==> src/rtl/core/dpb_pkg.sv <==
// Shared types, constants and helpers for the depth pixel back-projection block.
`default_nettype none
package dpb_pkg;

    localparam int DEPTH_W = 16;
    localparam int LABEL_W = 16;
    localparam int COORD_W = 32;
    localparam int SIZE_W  = 13;
    localparam int CTR_W   = 16;
    localparam int INV_W   = 25;
    localparam int MAG_W   = 16;
    localparam int MZ_W    = MAG_W + DEPTH_W;
    localparam int PROD_W  = MZ_W + INV_W;
    localparam int FRAC_W  = 24;

    localparam int S_TDATA_W = DEPTH_W + LABEL_W;
    localparam int M_TDATA_W = 2 * COORD_W + DEPTH_W;
    localparam int M_TUSER_W = 2;

    localparam int APB_ADDR_W = 5;
    localparam int APB_DATA_W = 32;
    localparam int REG_IDX_W  = 3;

    // register index codes (byte address = 4 * index)
    localparam logic [REG_IDX_W-1:0] REG_IMAGE_WIDTH  = 3'd0;
    localparam logic [REG_IDX_W-1:0] REG_IMAGE_HEIGHT = 3'd1;
    localparam logic [REG_IDX_W-1:0] REG_CENTER_X     = 3'd2;
    localparam logic [REG_IDX_W-1:0] REG_CENTER_Y     = 3'd3;
    localparam logic [REG_IDX_W-1:0] REG_INV_FOCAL_X  = 3'd4;
    localparam logic [REG_IDX_W-1:0] REG_INV_FOCAL_Y  = 3'd5;

    localparam logic [SIZE_W-1:0] RST_IMAGE_WIDTH  = 13'd640;
    localparam logic [SIZE_W-1:0] RST_IMAGE_HEIGHT = 13'd480;
    localparam logic [CTR_W-1:0]  RST_CENTER_X     = 16'd5120;
    localparam logic [CTR_W-1:0]  RST_CENTER_Y     = 16'd3840;
    localparam logic [INV_W-1:0]  RST_INV_FOCAL    = 25'd27962;

    typedef struct packed {
        logic [SIZE_W-1:0] image_width;
        logic [SIZE_W-1:0] image_height;
        logic [CTR_W-1:0]  center_x_q4;
        logic [CTR_W-1:0]  center_y_q4;
        logic [INV_W-1:0]  inv_focal_x_q24;
        logic [INV_W-1:0]  inv_focal_y_q24;
    } dpb_cfg_t;

    typedef enum logic [2:0] {
        ST_IDLE,
        ST_MAG,
        ST_MUL1,
        ST_MUL2,
        ST_FIN
    } dpb_state_t;

    typedef struct packed {
        logic load_in;
        logic do_mag;
        logic do_mul1;
        logic do_mul2;
        logic do_out;
    } dpb_cmd_t;

    typedef struct packed {
        logic out_free;
    } dpb_status_t;

    // Q28 magnitude to Q4 with floor of the signed value, saturated to int32.
    // Returns {saturated, value}.
    function automatic logic [COORD_W:0] round_sat(input logic [PROD_W-1:0] prod,
                                                   input logic neg);
        logic [PROD_W:0]          up;
        logic [PROD_W-FRAC_W:0]   q;
        logic [COORD_W:0]         res;
        if (!neg) begin
            q = {1'b0, prod[PROD_W-1:FRAC_W]};
            if (q > (PROD_W-FRAC_W+1)'(32'h7FFF_FFFF)) begin
                res = {1'b1, 32'h7FFF_FFFF};
            end else begin
                res = {1'b0, q[COORD_W-1:0]};
            end
        end else begin
            up = {1'b0, prod} + (PROD_W+1)'(24'hFF_FFFF);
            q  = up[PROD_W:FRAC_W];
            if (q > (PROD_W-FRAC_W+1)'(33'h0_8000_0000)) begin
                res = {1'b1, 32'h8000_0000};
            end else begin
                res = {1'b0, 32'h0 - q[COORD_W-1:0]};
            end
        end
        return res;
    endfunction

endpackage
`default_nettype wire

==> src/rtl/core/dpb_ctrl.sv <==
// Sequencing state machine: accept, subtract, two multiplies, round and emit.
`default_nettype none
module dpb_ctrl (
    input  wire logic             aclk,
    input  wire logic             aresetn,
    input  wire logic             s_tvalid,
    output logic                  s_tready,
    input  dpb_pkg::dpb_status_t  status,
    output dpb_pkg::dpb_cmd_t     cmd,
    output dpb_pkg::dpb_state_t   state
);
    import dpb_pkg::*;

    dpb_state_t state_reg;
    dpb_state_t state_next;

    assign state = state_reg;

    always_comb begin
        state_next = state_reg;
        case (state_reg)
            ST_IDLE: if (s_tvalid) state_next = ST_MAG;
            ST_MAG:  state_next = ST_MUL1;
            ST_MUL1: state_next = ST_MUL2;
            ST_MUL2: state_next = ST_FIN;
            ST_FIN:  if (status.out_free) state_next = ST_IDLE;
            default: state_next = ST_IDLE;
        endcase
    end

    always_ff @(posedge aclk) begin
        if (!aresetn) begin
            state_reg <= ST_IDLE;
        end else begin
            state_reg <= state_next;
        end
    end

    always_comb begin
        cmd      = '0;
        s_tready = 1'b0;
        case (state_reg)
            ST_IDLE: begin
                s_tready    = 1'b1;
                cmd.load_in = s_tvalid;
            end
            ST_MAG:  cmd.do_mag  = 1'b1;
            ST_MUL1: cmd.do_mul1 = 1'b1;
            ST_MUL2: cmd.do_mul2 = 1'b1;
            ST_FIN:  cmd.do_out  = status.out_free;
            default: cmd = '0;
        endcase
    end

endmodule
`default_nettype wire

==> config.mk <==
export PLATFORM = sky130hd
export DESIGN_NAME = dpb_ctrl
export DESIGN_NICKNAME = d
export VERILOG_FILES = /design/src/rtl/core/dpb_pkg.sv /design/src/rtl/core/dpb_ctrl.sv
export SDC_FILE = /design/constraint.sdc
export NUM_CORES = 1
export LEC_CHECK = 0
export ABC_CLOCK_PERIOD_IN_PS = 900
export BUFFER_PORTS_ARGS = -buffer_cell sky130_fd_sc_hd__buf_2
export CORE_AREA = 10 10 47 49
export DETAILED_ROUTE_END_ITERATION = 10
export DIE_AREA = 0 0 57 59
export RECOVER_POWER = 100
export SKIP_CTS_REPAIR_TIMING = 1
export SLEW_MARGIN = 10
export SYNTH_ARGS = -nofsm -noshare
export SYNTH_HDL_FRONTEND = slang
export SYNTH_SLANG_ARGS = --single-unit
==> constraint.sdc <==
create_clock -name aclk -period 0.9 [get_ports aclk]
set_input_delay 0.135 -clock aclk [delete_from_list [all_inputs] [get_ports aclk]]
set_output_delay 0.135 -clock aclk [all_outputs]
set_load 0.01 [all_outputs]
==> reports/metrics.yaml, run 1 <==
wirelength_um: 659
cts_tree: "yes"
postSynth.asyncResetShare_pct: 0
multiInputGateArea_um2: 153.9
synth_warnings: 0
gr-usage-all-layers_pct: 4.222
row_count: 14
synth_edf_count: 0
fin_skew_ps: 0.8438
crit_arrival_ps: 1030
die_area_mm2: 0.003363
cp_data_required_time_ps: 760
holdCritPathClass: "primary input to flip-flop"
numClockSinks: 3
grt_max_degree: 10
largest_reg_flops: 3
start_kind: "flip-flop"
post-route-util_pct: 29.20
netlist_top_cells_area: "dfxtp_1, nor3b_1, nor4b_2"
worstSetupPathType: "flip-flop to output pin"
critPathMaxFanout: 7
cpPeakStageDelay_ps: 360
peakVddDrop_uv: 492.1
fmax_ghz: 0.8566
violations: "negative setup slack"
path_cells: "nor3_4 -> and2_4 -> buf_6"
rsz0062_at_grt: "true"
cts_inserted_buffers: 3
hp-start: "aresetn"
clock_latency_ps: 230
cts_htree_levels: 1
yosysSeqAreaShare_pct: 33.80
area_growth_pct: 130.3
hold_path_end: "state[2]"
fp.dieW_um: 57
power_density_mw_per_mm2: 1523
status: "finished, violations left"
first_iter_violations: 0
setup_viol: 8
portBuffers: 12
clk_pin_slew_worst_paths_ps: 30
synth_seq_cells: 3
regArea_um2: 71.32
cap_violations: 0
fillers: 159
timing.rr.end: "state[2]"
clockBufferDepth: 2
synth_top_cell_by_area: "dfxtp_1"
r2r_start: "state[2]"
synthCells: 19
syn_nets: 23
relSlewSlack_pct: 88.13
antenna_found_initial: 0
via_count: 212
tns_ps: -1413
worst_pin_slew_ps: 177.3
drcViolationCount: 0
diodes: 0
core-area_mm2: 0.001401
final-max-slew-violation-count: 0
holdPathStages: 2
routabilityCongestion: 0.7515
synth_top_area_share_pct: 33.80
synth.cell_area_um2: 177.7
nets: 43
via_per_inst: 3.926
synth_flop_cell: "dfxtp_1"
r2r_cells: 3
drive_gt1_share_pct: 89.47
ios: 13
grt_pass1_wl_mm: 1.014
synth_area_per_cell_um2: 9.351
r2r_setup_slack_ps: 0
final_antenna_net_count: 0
die_y_um: 59
min_period_ps: 1167
finalHoldViolCount: 0
setup_ws_ps: -267.4
ys_types: 14
grt_remaining_overflow: 0
post_drt_wl_per_cell_um: 12.20
p_leak_nw: 0.1881
end_kind: "output pin"
period_share_pct: 129.7
firstDrtPassIters: 1
cp_slowest_cell: "dfxtp_4"
start_util_pct: 12.68
grt_pass1_vias: 242
yosys-top-cells-count: "dfxtp_1, nor3b_1, buf_2"
cts-root-buf: "clkbuf_4"
-- per-stage QoR --
| stage | instances | hold WS (ps) | cell area [um2] | worst slack (ps) | power (mW) |
|---|---|---|---|---|---|
| final | 54 | 141.8 | 409.1 | -267.4 | 0.6231 |
| after global routing | 54 | 148.8 | 409.1 | -331.8 | 0.6720 |
| after CTS | 50 | 129.2 | 304.0 | -325.9 | 0.5692 |
| after detailed placement | 46 | 371.0 | 277.8 | -68.08 | 0.3278 |
| after global placement | 46 | 372.4 | 277.8 | -53.24 | 0.3264 |
| after floorplan | 19 | 252.5 | 216.5 | -95.14 | 0.2863 |
-- metal layers --
layer / wire, um / global-route usage [%] / vias to the layer above
met2: 353 / 6.047 / 8
met3: 69 / 3.004 / 2
li1: - / - / 102
met5: 0 / 0 / -
met4: 21 / 6.040 / 0
met1: 214 / 3.180 / 100
-- layout by cell type, fill, tap and decap left out --
master    instances
and2_4            1
and3b_1           1
buf_2             8
buf_4             4
buf_6             6
clkbuf_1          1
clkbuf_4          3
dfxtp_4           3
nand2_2           1
nor2_1            1
nor3_2            1
nor3_4            1
nor3b_2           3
nor4b_2           1
nor4b_4           1
o21a_1            1
xnor2_2           1
-- power breakdown --
part           switching (mW)  leakage [nW]  internal (mW)
registers              0.0323        0.0267          0.146
logic                  0.0852         0.146          0.130
clock network          0.0632        0.0150          0.166
-- cell families (layout without fill, tap and decap cells) --
family / Yosys count / count (layout) / synth area share [%]
AO/OA/AOI/OAI: 1 / 1 / 4.227
AND/OR/NAND/NOR: 11 / 11 / 47.18
flip-flops: 3 / 3 / 33.80
buffers and inverters: 3 / 22 / 9.861
XOR/XNOR: 1 / 1 / 4.930
-- how the worst max path moves through the flow --
stage,start,to,slack [ps],cells after the start
3_5_place_dp,state[1],cmd[4],-70,3
3_3_place_gp,state[1],cmd[4],-50,3
2_1_floorplan,state[1],cmd[4],-100,3
6_report,state[2],cmd[4],-270,3
5_1_grt,state[2],cmd[4],-330,3
4_1_cts,state[1],cmd[4],-330,3
-- worst max-delay path: cells and delay by family, from the launching register on --
family                 cells  cell delay, ps
and+or+nand+nor            2             350
buffers and inverters      1              90
DFF                        1             360
-- final cells by class --
cell class                      count  share of cell area [%]
Clock buffer                        4                   6.422
Multi-Input combinational cell     13                   37.61
Sequential cell                     3                   17.43
Tap cell                           16                   4.893
Timing Repair Buffer               18                   33.64
Note: power is estimated with default switching activity, not from simulation.
==> run 2, diff against run 1 <==
Settings changed: PLACE_DENSITY_LB_ADDON set to 0.08.
==> reports/metrics.yaml, run 2 (synthesis gave the netlist of run 1 again) <==
status: "finished, violations left"
violations: "negative setup slack"
peakVddDrop_uv: 829.7  # +69%
regArea_um2: 71.32  # unchanged
clk_pin_slew_worst_paths_ps: 40  # about the same
portBuffers: 12  # unchanged
holdPathStages: 2  # unchanged
relSlewSlack_pct: 86.28  # -1.9 points
place_hpwl_um: 508.6
worstSetupPathType: "flip-flop to output pin"
cts_tree: "yes"
setup_ws_ps: -287.5  # -20.08 ps
fin_skew_ps: 1.055  # +0.2108 ps
fmax_ghz: 0.8421  # -1.7%
rsz0062_at_grt: "true"
firstDrtPassIters: 1  # unchanged
cp_data_required_time_ps: 760  # about the same
grt_remaining_overflow: 0  # unchanged
min_period_ps: 1187  # +20.08 ps
pwr-share-comb_pct: 35.3  # +0.7 points
numClockSinks: 3  # unchanged
row_count: 14  # unchanged
largest_reg_flops: 3  # unchanged
die_y_um: 59  # unchanged
clockBufferDepth: 2  # unchanged
via_count: 230  # +8.5%
internal_power_mw: 0.4595  # +3.9%
die_area_mm2: 0.003363  # unchanged
switchingPower_mw: 0.2014  # +11%
period_share_pct: 131.9  # +2.2 points
cap_violations: 0  # unchanged
swShare_pct: 30.47  # +1.5 points
post_drt_wl_per_cell_um: 13.57  # +11%
place_ws_ps: -69.68  # -1.604 ps
pwr-share-seq_pct: 27.3  # -1.4 points
area_growth_pct: 133.1
worst_pin_slew_ps: 205.3  # +27.98 ps
clkPwrFrac_pct: 37.4  # +0.7 points
routabilityCongestion: 0.6331  # -16%
end_kind: "output pin"
r2r_setup_slack_ps: -200  # -200 ps
fp.dieW_um: 57  # unchanged
holdCritPathClass: "primary input to flip-flop"
p_leak_nw: 0.1981  # +5.3%
diodes: 0  # unchanged
final-max-slew-violation-count: 0  # unchanged
clock_latency_ps: 240  # about the same
dpl_cell_area_um2: 277.8  # unchanged
drive_gt1_share_pct: 87.50  # -2.0 points
setup_viol: 12  # +4
grt_pass1_vias: 252  # +4.1%
drcViolationCount: 0  # unchanged
gr-usage-all-layers_pct: 4.871  # +0.65 points
final_cell_mix: "buf_2, buf_6, buf_4"
grt_pass1_wl_mm: 1.173  # +16%
start_kind: "flip-flop"
nets: 45  # +4.7%
fin_total_pwr_mw: 0.6609  # +6.1%
power_density_mw_per_mm2: 1596  # +4.8%
crit_arrival_ps: 1050  # +20 ps
post-route-util_pct: 29.55  # +0.36 points
cts_htree_levels: 1  # unchanged
wirelength_um: 760  # +15%
start_util_pct: 12.68  # unchanged
cts_inserted_buffers: 3  # unchanged
final_common_cell: "buf_2"
cts-root-buf: "clkbuf_4"
multiInputGateArea_um2: 142.6  # -7.3%
ios: 13  # unchanged
hold_path_end: "state[2]"
r2r_cells: 4  # +1
final_antenna_net_count: 0  # unchanged
critPathMaxFanout: 8  # +1
hp-start: "aresetn"
grt_max_degree: 10  # unchanged
r2r_start: "state[0]"
fin_area_um2: 414.1  # +1.2%
antenna_found_initial: 0  # unchanged
timing.rr.end: "state[2]"
finalHoldViolCount: 0  # unchanged
fillers: 174  # +9.4%
core-area_mm2: 0.001401  # unchanged
first_iter_violations: 0  # unchanged
via_per_inst: 4.107  # +4.6%
run 2: cell count changes in the layout (fill, tap and decap cells not counted), sizes merged:
cell / delta
buf: +2
run 2: layout make-up:
class / instances / share of cell area (%)
tap: 16 / 4.834
multi-input combinational: 13 / 34.44
clock buffer: 4 / 6.344
timing repair buffer: 20 / 37.16
sequential: 3 / 17.22
run 2: worst max path at each step:
stage          startpoint      to  slack [ps]  depth (start not counted)
2_1_floorplan    state[1]  cmd[4]        -100                          3
3_3_place_gp     state[0]  cmd[4]         -70                          3
4_1_cts          state[0]  cmd[4]        -340                          3
5_1_grt          state[2]  cmd[4]        -350                          3
6_report         state[2]  cmd[4]        -290                          3
3_5_place_dp     state[0]  cmd[4]         -70                          3
run 2: power by group through the flow:
stage	clock network [mW]	registers (mW)	logic, mW
global route	0.287	0.184	0.252
floorplan	0	0.166	0.120
detailed placement	0	0.186	0.147
CTS	0.260	0.185	0.148
finish	0.247	0.180	0.233
global placement	0	0.184	0.149
run 2: critical path, stage by stage (launching register included):
cell	delay, ps
dfxtp_4	370
nor3_4	190
and2_4	160
buf_6	90
run 2: metal layers:
metal	GRT usage, %	vias to the layer above	share of wire (%)
li1	-	106	-
met4	6.040	0	5.1
met3	3.863	4	12
met1	4.363	107	34
met2	6.202	13	49
met5	0	-	0
run 2: through the flow:
step           cells  hold WS [ps]  TNS (ps)
2_1_floorplan     19         252.5    -113.9
3_3_place_gp      46         385.5    -144.6
3_5_place_dp      46         382.5    -174.1
4_1_cts           50         130.5     -2069
5_1_grt           56         140.4     -2490
6_report          56         137.2     -1787
