**config.mk**
```make
export PLATFORM = sky130hd
export DESIGN_NAME = dpb_regs
export DESIGN_NICKNAME = d
export VERILOG_FILES = /design/src/rtl/core/dpb_pkg.sv /design/src/rtl/core/dpb_regs.sv
export SDC_FILE = /design/constraint.sdc
export NUM_CORES = 1
export LEC_CHECK = 0
export BUFFER_PORTS_ARGS = -buffer_cell sky130_fd_sc_hd__buf_2
export CAP_MARGIN = 20
export CELL_PAD_IN_SITES_DETAIL_PLACEMENT = 1
export CELL_PAD_IN_SITES_GLOBAL_PLACEMENT = 1
export CORE_UTILIZATION = 37
export CTS_CLUSTER_SIZE = 10
export DETAILED_ROUTE_END_ITERATION = 16
export GPL_ROUTABILITY_DRIVEN = 0
export MAX_ROUTING_LAYER = met4
export PLACE_DENSITY_LB_ADDON = 0.1
export SLEW_MARGIN = 10
export SYNTH_ARGS = -nofsm -noshare
export SYNTH_HDL_FRONTEND = slang
export SYNTH_SLANG_ARGS = --single-unit
```
**constraint.sdc**
```tcl
create_clock -name aclk -period 1.3 [get_ports aclk]
set_input_delay 0.065 -clock aclk [delete_from_list [all_inputs] [get_ports aclk]]
set_output_delay 0.065 -clock aclk [all_outputs]
set_load 0.02 [all_outputs]
```
**src/rtl/core/dpb_pkg.sv**
```systemverilog
// Shared types, constants and helpers for the depth pixel back-projection block.
`default_nettype none
package dpb_pkg;

    localparam int DEPTH_W = 16;
    localparam int LABEL_W = 16;
    localparam int COORD_W = 32;
    localparam int SIZE_W  = 13;
    localparam int CTR_W   = 16;
    localparam int INV_W   = 25;
    localparam int MAG_W   = 16;
    localparam int MZ_W    = MAG_W + DEPTH_W;
    localparam int PROD_W  = MZ_W + INV_W;
    localparam int FRAC_W  = 24;

    localparam int S_TDATA_W = DEPTH_W + LABEL_W;
    localparam int M_TDATA_W = 2 * COORD_W + DEPTH_W;
    localparam int M_TUSER_W = 2;

    localparam int APB_ADDR_W = 5;
    localparam int APB_DATA_W = 32;
    localparam int REG_IDX_W  = 3;

    // register index codes (byte address = 4 * index)
    localparam logic [REG_IDX_W-1:0] REG_IMAGE_WIDTH  = 3'd0;
    localparam logic [REG_IDX_W-1:0] REG_IMAGE_HEIGHT = 3'd1;
    localparam logic [REG_IDX_W-1:0] REG_CENTER_X     = 3'd2;
    localparam logic [REG_IDX_W-1:0] REG_CENTER_Y     = 3'd3;
    localparam logic [REG_IDX_W-1:0] REG_INV_FOCAL_X  = 3'd4;
    localparam logic [REG_IDX_W-1:0] REG_INV_FOCAL_Y  = 3'd5;

    localparam logic [SIZE_W-1:0] RST_IMAGE_WIDTH  = 13'd640;
    localparam logic [SIZE_W-1:0] RST_IMAGE_HEIGHT = 13'd480;
    localparam logic [CTR_W-1:0]  RST_CENTER_X     = 16'd5120;
    localparam logic [CTR_W-1:0]  RST_CENTER_Y     = 16'd3840;
    localparam logic [INV_W-1:0]  RST_INV_FOCAL    = 25'd27962;

    typedef struct packed {
        logic [SIZE_W-1:0] image_width;
        logic [SIZE_W-1:0] image_height;
        logic [CTR_W-1:0]  center_x_q4;
        logic [CTR_W-1:0]  center_y_q4;
        logic [INV_W-1:0]  inv_focal_x_q24;
        logic [INV_W-1:0]  inv_focal_y_q24;
    } dpb_cfg_t;

    typedef enum logic [2:0] {
        ST_IDLE,
        ST_MAG,
        ST_MUL1,
        ST_MUL2,
        ST_FIN
    } dpb_state_t;

    typedef struct packed {
        logic load_in;
        logic do_mag;
        logic do_mul1;
        logic do_mul2;
        logic do_out;
    } dpb_cmd_t;

    typedef struct packed {
        logic out_free;
    } dpb_status_t;

    // Q28 magnitude to Q4 with floor of the signed value, saturated to int32.
    // Returns {saturated, value}.
    function automatic logic [COORD_W:0] round_sat(input logic [PROD_W-1:0] prod,
                                                   input logic neg);
        logic [PROD_W:0]          up;
        logic [PROD_W-FRAC_W:0]   q;
        logic [COORD_W:0]         res;
        if (!neg) begin
            q = {1'b0, prod[PROD_W-1:FRAC_W]};
            if (q > (PROD_W-FRAC_W+1)'(32'h7FFF_FFFF)) begin
                res = {1'b1, 32'h7FFF_FFFF};
            end else begin
                res = {1'b0, q[COORD_W-1:0]};
            end
        end else begin
            up = {1'b0, prod} + (PROD_W+1)'(24'hFF_FFFF);
            q  = up[PROD_W:FRAC_W];
            if (q > (PROD_W-FRAC_W+1)'(33'h0_8000_0000)) begin
                res = {1'b1, 32'h8000_0000};
            end else begin
                res = {1'b0, 32'h0 - q[COORD_W-1:0]};
            end
        end
        return res;
    endfunction

endpackage
`default_nettype wire

```
**src/rtl/core/dpb_regs.sv**
```systemverilog
// APB configuration register file for the back-projection block.
`default_nettype none
module dpb_regs (
    input  wire logic                           aclk,
    input  wire logic                           aresetn,
    input  wire logic                           psel,
    input  wire logic                           penable,
    input  wire logic                           pwrite,
    input  wire logic [dpb_pkg::APB_ADDR_W-1:0] paddr,
    input  wire logic [dpb_pkg::APB_DATA_W-1:0] pwdata,
    output logic      [dpb_pkg::APB_DATA_W-1:0] prdata,
    output logic                                pready,
    output dpb_pkg::dpb_cfg_t                   cfg
);
    import dpb_pkg::*;

    dpb_cfg_t               cfg_reg;
    dpb_cfg_t               cfg_next;
    logic [REG_IDX_W-1:0]   idx;
    logic                   wr_en;

    assign idx    = paddr[APB_ADDR_W-1:2];
    assign wr_en  = psel && penable && pwrite;
    assign pready = 1'b1;
    assign cfg    = cfg_reg;

    always_comb begin
        cfg_next = cfg_reg;
        if (wr_en) begin
            case (idx)
                REG_IMAGE_WIDTH:  cfg_next.image_width     = pwdata[SIZE_W-1:0];
                REG_IMAGE_HEIGHT: cfg_next.image_height    = pwdata[SIZE_W-1:0];
                REG_CENTER_X:     cfg_next.center_x_q4     = pwdata[CTR_W-1:0];
                REG_CENTER_Y:     cfg_next.center_y_q4     = pwdata[CTR_W-1:0];
                REG_INV_FOCAL_X:  cfg_next.inv_focal_x_q24 = pwdata[INV_W-1:0];
                REG_INV_FOCAL_Y:  cfg_next.inv_focal_y_q24 = pwdata[INV_W-1:0];
                default:          cfg_next = cfg_reg;
            endcase
        end
    end

    always_ff @(posedge aclk) begin
        if (!aresetn) begin
            cfg_reg.image_width     <= RST_IMAGE_WIDTH;
            cfg_reg.image_height    <= RST_IMAGE_HEIGHT;
            cfg_reg.center_x_q4     <= RST_CENTER_X;
            cfg_reg.center_y_q4     <= RST_CENTER_Y;
            cfg_reg.inv_focal_x_q24 <= RST_INV_FOCAL;
            cfg_reg.inv_focal_y_q24 <= RST_INV_FOCAL;
        end else begin
            cfg_reg <= cfg_next;
        end
    end

    always_comb begin
        case (idx)
            REG_IMAGE_WIDTH:  prdata = APB_DATA_W'(cfg_reg.image_width);
            REG_IMAGE_HEIGHT: prdata = APB_DATA_W'(cfg_reg.image_height);
            REG_CENTER_X:     prdata = APB_DATA_W'(cfg_reg.center_x_q4);
            REG_CENTER_Y:     prdata = APB_DATA_W'(cfg_reg.center_y_q4);
            REG_INV_FOCAL_X:  prdata = APB_DATA_W'(cfg_reg.inv_focal_x_q24);
            REG_INV_FOCAL_Y:  prdata = APB_DATA_W'(cfg_reg.inv_focal_y_q24);
            default:          prdata = '0;
        endcase
    end

endmodule
`default_nettype wire

```
==> flow_summary.toml, run 1 <==
[logic_synthesis]
synthCells = 537
synth_area_per_cell_sq_um = 9.590
ys_seq_elements = 108
async_flop_share_pct = 0
ys.flop_type = "dfxtp_1"
seq_area_frac_synth_pct = 41.98
synth-edff-count = 0
ys_types = 31
synth_area_sq_um = 5150
yosysWarnings = 0

[place]
dp_hpwl_um = 12140
io_buffers = 165
place_area_sq_um = 6402

[cts]
clkLatencyLatePin_ns = 0.35
max-clock-path-buffers = 2
cts_root_buf = "clkbuf_16"
cts_buffers = 9
clk_pin_slew_worst_paths_ns = 0.07
clock-sinks = 108
ctsHtreeMaxLevel = 3
cts_tree = "built"

[power_and_ir_drop]
p_per_area_nw_per_um2 = 989.1
p_clk_share_pct = 40.6
intPower_uw = 5341
p_switching_uw = 1741
p_comb_share_pct = 12.0
p_leak_uw = 0.003444
pwr-share-seq_pct = 47.4
swShare_pct = 24.58
peakVddDrop_uv = 629.9

[detailed_routing]
antenna_left = 0
drtPass1Iterations = 4
wirelength_um = 17130
drtIter0Drc = 178
drc_errors = 0
vias = 4719
viasPerCell = 5.107
post_drt_wl_per_cell_um = 18.54

[global_route]
grt_max_degree = 70
grt_pass1_wl_um = 26720
grt_pass1_vias = 4917
antenna_found_initial = 0
track_usage_pct = 24.96
grt_overflow = 0

[setup_path]
cp_top_family = "flip-flops"
arrival_ns = 1.44
critPathSlowestCell = "dfxtp_2"
cp_cell_sequence = "mux2_2 > a221oi_2 > nor2_1 > buf_4"
path_buf_inv = 1
worst_setup_path_end_kind = "output port"
crit_type = "reg -> out"
slowest_delay_ns = 0.34
r2r_slack_ns = 0.50
cp_max_fo = 3
crit_required_ns = 1.24
critPathLaunchType = "register"

[sta]
finalWorstSetupSlack_ns = -0.2046
timing.fmax_mhz = 664.6
setup-violations-final = 10
hold_viol_final = 0
rsz0062_at_grt = "true"
finalCriticalPeriod_ns = 1.505
fin_crit_sh_pct = 115.7
finalClockSkew_ns = 0
maxSlewViolCount = 0

[finish]
fin_area_sq_um = 7159
antenna_cells = 0
nFillCells = 1557
nets = 786
largest_register_ffs = 108
final_core_util_pct = 53.43
drive_above_1_share_pct = 43.32
syn2layout_area_growth_pct = 39.02

[outcome]
violations = "setup timing"
status = "finished with violations"

[floorplanning]
row_count = 42
io_pins = 183
die-area_sq_um = 14390
coreArea_sq_um = 13400
die_x_um = 120.0
start_util_pct = 38.43
die_h_um = 120.0

[hold_path]
holdCritPathClass = "in -> reg"

[flow_run]
cap_violations = 0
-- metal layers --
layer | up-vias | global-route usage, % | routed length [um]
met4 | 0 | 10.55 | 386
li1 | 2242 | - | -
met5 | - | - | 0
met3 | 25 | 3.945 | 804
met2 | 143 | 41.85 | 8405
met1 | 2309 | 29.58 | 7535
-- worst paths after layout --
check / end / cells after the start / startpoint
max: prdata[10] / 4 / cfg[60]
min: cfg[35] / 3 / pwdata[10]
max reg2reg: cfg[107] / 3 / cfg[107]
min reg2reg: cfg[99] / 2 / cfg[99]
-- final cells by class --
class                   instances  area (sq um)  area share, %
multi-input cells             371          2774          38.75
flip-flops and latches        108          2207          30.83
clock inverters                 1         30.03         0.4194
repair buffers                239          1598          22.32
inverters                      15         56.30         0.7864
well taps                     176         220.2          3.076
clock buffers                  14         274.0          3.827
-- worst reg2reg max path, stage by stage, from the launching register on --
cell and delay, ns:
dfxtp_2 0.36, buf_4 0.13, nand2_1 0.05, mux2i_1 0.18
-- power by group through the flow --
| stage | Clock, uW | Sequential (uW) | Combinational (uW) |
|---|---|---|---|
| global placement | 0 | 3430 | 741 |
| global route | 3040 | 3360 | 910 |
| CTS | 2950 | 3350 | 842 |
| floorplan | 0 | 3460 | 431 |
| finish | 2870 | 3360 | 851 |
| detailed placement | 0 | 3430 | 757 |
-- metrics by stage --
stage / setup WS, ns / std cells / setup TNS [ns] / hold slack [ns] / power (uW)
finish: -0.2046 / 924 / -1.303 / 0.008170 / 7081
global route: -0.2767 / 924 / -1.829 / 0.02710 / 7304
CTS: -0.1894 / 924 / -1.343 / 0.003607 / 7146
detailed placement: -0.07251 / 884 / -0.4084 / 0.3564 / 4189
global placement: -0.04359 / 884 / -0.1018 / 0.3344 / 4172
floorplan: 0.1294 / 543 / 0 / 0.2254 / 3891
-- cells by family after synthesis --
group           count (synthesis)  share of synthesized area, %
other cells                     2                        0.1458
flops                         108                         41.98
compound gates                 48                         7.191
buf+inv                        64                         7.629
mux                           132                         26.00
simple gates                  183                         17.06
-- cells in the final DEF (no fill, tap or decap), types with 14 or more instances in the layout --
cell | synthesis | routed
dfxtp_1 | 108 | 72
nand2_1 | 107 | 105
nor2_1 | 16 | 15
mux2i_1 | 118 | 118
buf_2 | 8 | 151
dfxtp_2 | 0 | 36
nor2b_1 | 32 | 30
inv_1 | 14 | 14
buf_4 | 10 | 64
nand3_1 | 15 | 15
-- timing repair --
action / CTS / global route
endpoints found under the setup margin: 13 / 16
pin swaps: 12 / 11
hold buffers: 11 / 0
setup buffers: 14 / 0
gates resized for setup: 66 / 19
hold endpoints to repair: 20 / 0
-- cell usage after synthesis, types with 2 or more instances --
cell type | count | area [sq um]
mux2i_1 | 118 | 1181
dfxtp_1 | 108 | 2162
nand2_1 | 107 | 401.6
nor2b_1 | 32 | 200.2
clkbuf_1 | 17 | 63.81
nor2_1 | 16 | 60.06
nand3_1 | 15 | 75.07
buf_6 | 14 | 157.7
inv_1 | 14 | 52.55
mux2_2 | 14 | 157.7
a22oi_1 | 13 | 97.59
o211ai_1 | 13 | 97.59
buf_4 | 10 | 75.07
a221oi_1 | 8 | 70.07
buf_2 | 8 | 40.04
o221ai_1 | 5 | 43.79
o22ai_1 | 5 | 31.28
a221o_1 | 2 | 20.02
and2_4 | 2 | 17.52
conb_1 | 2 | 7.510
nand2b_1 | 2 | 12.51
nor3_4 | 2 | 32.53
o21ai_0 | 2 | 10.01
No activity file was read; power rests on OpenSTA's default activity.
==> inputs of run 2 (changes only) <==
--- a/config.mk
+++ b/config.mk
@@ -9,7 +9,8 @@
 export CAP_MARGIN = 20
 export CELL_PAD_IN_SITES_DETAIL_PLACEMENT = 1
 export CELL_PAD_IN_SITES_GLOBAL_PLACEMENT = 1
-export CORE_UTILIZATION = 37
+export CORE_UTILIZATION = 38
+export CTS_BUF_LIST = sky130_fd_sc_hd__clkbuf_4
 export CTS_CLUSTER_SIZE = 10
 export DETAILED_ROUTE_END_ITERATION = 16
 export GPL_ROUTABILITY_DRIVEN = 0
==> flow_summary.toml, run 2 (synthesis results as in run 1) <==
[detailed_routing]
drtIter0Drc = 175
viasPerCell = 5.132
antenna_left = 0
vias = 4993
drtPass1Iterations = 4
wirelength_um = 18070
post_drt_wl_per_cell_um = 18.58
drc_errors = 0

[power_and_ir_drop]
p_total_uw = 6427
p_leak_uw = 0.003636
p_per_area_nw_per_um2 = 849.6
peakVddDrop_uv = 403.2

[outcome]
status = "finished with violations"
violations = "setup timing"

[cts]
max-clock-path-buffers = 2
ctsHtreeMaxLevel = 3
cts_buffers = 9
clock-sinks = 108
cts_tree = "built"
clk_pin_slew_worst_paths_ns = 0.17
clkLatencyLatePin_ns = 0.50
cts_root_buf = "clkbuf_4"

[place]
place_inst = 885
place_area_sq_um = 6410
io_buffers = 165
pre_cts_slack_ns = -0.05847
dp_hpwl_um = 11880

[global_route]
track_usage_pct = 26.37
grt_pass1_vias = 5261
grt_max_degree = 71
grt_pass1_wl_um = 27950
antenna_found_initial = 1
grt_overflow = 0

[floorplanning]
die_x_um = 118.4
die-area_sq_um = 14020
coreArea_sq_um = 13240
die_h_um = 118.4
row_count = 42
start_util_pct = 38.89
io_pins = 183

[finish]
final_common_cell = "buf_2"
mostFrequentLayoutCells = "buf_2, mux2i_1, nand2_1"
nFillCells = 1587
nets = 833
largest_register_ffs = 108
final_core_util_pct = 57.12
stdcell_count = 973
fin_area_sq_um = 7565
syn2layout_area_growth_pct = 46.89
multi_input_area_sq_um = 2805
drive_above_1_share_pct = 50.25
register_area_sq_um = 2255

[sta]
timing.fmax_mhz = 583.0
maxSlewViolCount = 0
setup-violations-final = 16
hold_viol_final = 0
finalClockSkew_ns = 0
finalCriticalPeriod_ns = 1.715
rsz0062_at_grt = "true"
fin_crit_sh_pct = 131.9
finalWorstSetupSlack_ns = -0.4152

[setup_path]
arrival_ns = 1.65
worst_setup_path_end_kind = "output port"
r2r_start = "cfg[60]"
crit_required_ns = 1.24
r2r_slack_ns = 0.36
critPathLaunchType = "register"
cp_max_fo = 2
crit_type = "reg -> out"
worstReg2RegEnd = "cfg[60]"
r2r_cells = 4

[hold_path]
holdPathEnd = "cfg[38]"
hold_start = "aresetn"
holdPathStages = 3
holdCritPathClass = "in -> reg"

[flow_run]
cap_violations = 0
run 2: changes by cell type in the layout (fill, tap and decap cells not counted), sizes merged:
cell,previous run,this run
buf,228,261
bufinv,1,3
clkinv,0,3
clkbuf,14,9
clkinvlp,0,1
dlygate4sd3,11,25
diode,0,1
run 2: final cells by class:
| class | instances | area share (%) |
|---|---|---|
| Inverter | 15 | 0.7443 |
| Clock buffer | 9 | 0.8932 |
| Tap cell | 176 | 2.911 |
| Clock inverter | 7 | 1.522 |
| Multi-Input combinational cell | 371 | 37.08 |
| Sequential cell | 108 | 29.80 |
| Antenna cell | 1 | 0.03308 |
| Timing Repair Buffer | 286 | 27.01 |
run 2: layer usage:
layer	up-vias	share of wire, %	GRT usage [%]
met5	-	0	-
li1	2340	-	-
met1	2474	42	30.52
met3	34	4.4	4.681
met4	0	2.4	10.13
met2	145	51	45.37
run 2: where the power goes:
part           internal, uW  switching, uW  total (uW)
sequential             3340           22.3        3360
combinational           399            508         907
clock                   966           1190        2160
total                  4700           1720        6430
run 2: worst max-delay path, cell delays in order, from the launching register on:
cell      delay [ns]
dfxtp_2         0.37
mux2_2          0.26
a221oi_2        0.25
nor2_1          0.10
buf_4           0.16
run 2: repair_timing:
| action | in CTS | in global routing |
|---|---|---|
| endpoints found under the hold margin | 108 | 0 |
| setup buffers | 37 | 9 |
| setup endpoints to repair | 23 | 24 |
| pin swaps | 16 | 7 |
| gates resized for setup | 119 | 25 |
| hold buffers | 25 | 0 |
run 2: metrics by stage:
step                      setup TNS, ns  hold WS [ns]
final                            -3.567      0.002726
after floorplan                       0        0.2254
after detailed placement        -0.3929        0.3456
after global routing             -4.574       0.01220
after global placement        -0.007949        0.3376
after CTS                        -3.412      0.002791
run 2: worst max path at each step:
stage	from	end	slack, ns	depth (start not counted)
floorplan	paddr[3]	prdata[13]	0.13	5
global placement	paddr[2]	prdata[1]	-0.008	5
detailed placement	paddr[3]	prdata[10]	-0.06	6
CTS	cfg[92]	prdata[10]	-0.36	4
global route	cfg[85]	prdata[3]	-0.46	4
finish	cfg[105]	prdata[10]	-0.42	4
==> inputs of run 3 (changes only) <==
--- a/config.mk
+++ b/config.mk
@@ -6,7 +6,6 @@
 export NUM_CORES = 1
 export LEC_CHECK = 0
 export BUFFER_PORTS_ARGS = -buffer_cell sky130_fd_sc_hd__buf_2
-export CAP_MARGIN = 20
 export CELL_PAD_IN_SITES_DETAIL_PLACEMENT = 1
 export CELL_PAD_IN_SITES_GLOBAL_PLACEMENT = 1
 export CORE_UTILIZATION = 38
@@ -14,6 +13,7 @@
 export CTS_CLUSTER_SIZE = 10
 export DETAILED_ROUTE_END_ITERATION = 16
 export GPL_ROUTABILITY_DRIVEN = 0
+export HOLD_SLACK_MARGIN = 0.05
 export MAX_ROUTING_LAYER = met4
 export PLACE_DENSITY_LB_ADDON = 0.1
 export SLEW_MARGIN = 10
==> flow_summary.toml, run 3 (synthesis results as in run 1) <==
[outcome]
status = "finished with violations"
violations = "setup timing"

[detailed_routing]
antenna_left = 0
drtPass1Iterations = 5
vias = 5024
drtIter0Drc = 212
viasPerCell = 5.158
post_drt_wl_per_cell_um = 18.55
wirelength_um = 18060
drc_errors = 0

[place]
pre_cts_slack_ns = -0.05847
dp_hpwl_um = 11880
place_inst = 885
io_buffers = 165

[finish]
drive_above_1_share_pct = 50.19
multi_input_area_sq_um = 2805
register_area_sq_um = 2255
mostFrequentLayoutCells = "buf_2, mux2i_1, nand2_1"
nFillCells = 1586
nets = 834
final_common_cell = "buf_2"
stdcell_count = 974
syn2layout_area_growth_pct = 47.08
largest_register_ffs = 108
final_core_util_pct = 57.20

[floorplanning]
die_h_um = 118.4
die_x_um = 118.4
coreArea_sq_um = 13240
io_pins = 183
die-area_sq_um = 14020
start_util_pct = 38.89
row_count = 42

[hold_path]
holdCritPathClass = "in -> reg"

[sta]
timing.fmax_mhz = 588.6
setup-violations-final = 16
hold_viol_final = 0
fin_crit_sh_pct = 130.7
maxSlewViolCount = 0
finalClockSkew_ns = 0
finalWorstSetupSlack_ns = -0.3990
rsz0062_at_grt = "true"
finalCriticalPeriod_ns = 1.699

[cts]
clk_pin_slew_worst_paths_ns = 0.17
max-clock-path-buffers = 2
cts_buffers = 9
ctsHtreeMaxLevel = 3
cts_tree = "built"
clock-sinks = 108
clkLatencyLatePin_ns = 0.48
cts_root_buf = "clkbuf_4"

[setup_path]
worst_setup_path_end_kind = "output port"
crit_required_ns = 1.24
arrival_ns = 1.63
crit_type = "reg -> out"
critPathLaunchType = "register"
cp_max_fo = 2

[global_route]
grt_pass1_vias = 5264
grt_pass1_wl_um = 27970
grt_max_degree = 71
track_usage_pct = 26.38
grt_overflow = 0
antenna_found_initial = 1

[flow_run]
cap_violations = 0

[power_and_ir_drop]
p_leak_uw = 0.003640
peakVddDrop_uv = 403.3
p_per_area_nw_per_um2 = 847.2
[run 3: cell count changes in the layout (fill, tap and decap cells not counted)]
cell / change
dlygate4sd3_1: +1
[run 3: what timing repair did]
item                                   4_1_cts  5_1_grt
setup endpoints to repair                   23       24
hold buffers                                26        0
endpoints found under the hold margin      108        0
pin swaps                                   16        7
gates resized for setup                    119       25
setup buffers                               37        9
[run 3: metrics by stage]
step                      hold slack [ns]  total power, uW  instance area, sq um   TNS (ns)
after CTS                          0.1496             6422                  7426     -3.412
after detailed placement           0.3456             4179                  6410    -0.3929
after floorplan                    0.2254             3891                  5172          0
after global placement             0.3376             4162                  6410  -0.007949
final                              0.1857             6417                  7575     -3.327
after global routing               0.1645             6638                  7575     -4.570
[run 3: final timing paths]
kind	to	slack (ns)	cells past startpoint	from
min reg2reg	cfg[99]	0.48	2	cfg[99]
max reg2reg	cfg[60]	0.36	4	cfg[60]
max	prdata[10]	-0.40	4	cfg[105]
min	cfg[76]	0.19	5	penable
[run 3: where the power goes]
part,switching (uW),internal (uW),total [uW]
combinational,510,401,911
clock,1180,967,2140
sequential,22.2,3340,3360
[run 3: worst max-delay path: stages, from the launching register on]
cell and delay [ns]:
dfxtp_2 0.37, mux2_2 0.26, a221oi_2 0.25, nor2_1 0.10, buf_4 0.16
[run 3: routing by layer]
layer | part of all wire (%) | track usage [%] | vias to the layer above
met1 | 43 | 30.55 | 2487
met5 | 0 | - | -
met4 | 2.5 | 10.13 | 0
met3 | 4.2 | 4.633 | 38
met2 | 51 | 45.40 | 159
li1 | - | - | 2340
[run 3: cell type report]
cell class                      instances  share of cell area (%)
Sequential cell                       108                   29.77
Clock buffer                            9                  0.8920
Clock inverter                          7                   1.520
Antenna cell                            1                 0.03304
Tap cell                              176                   2.907
Inverter                               15                  0.7433
Multi-Input combinational cell        371                   37.03
Timing Repair Buffer                  287                   27.11
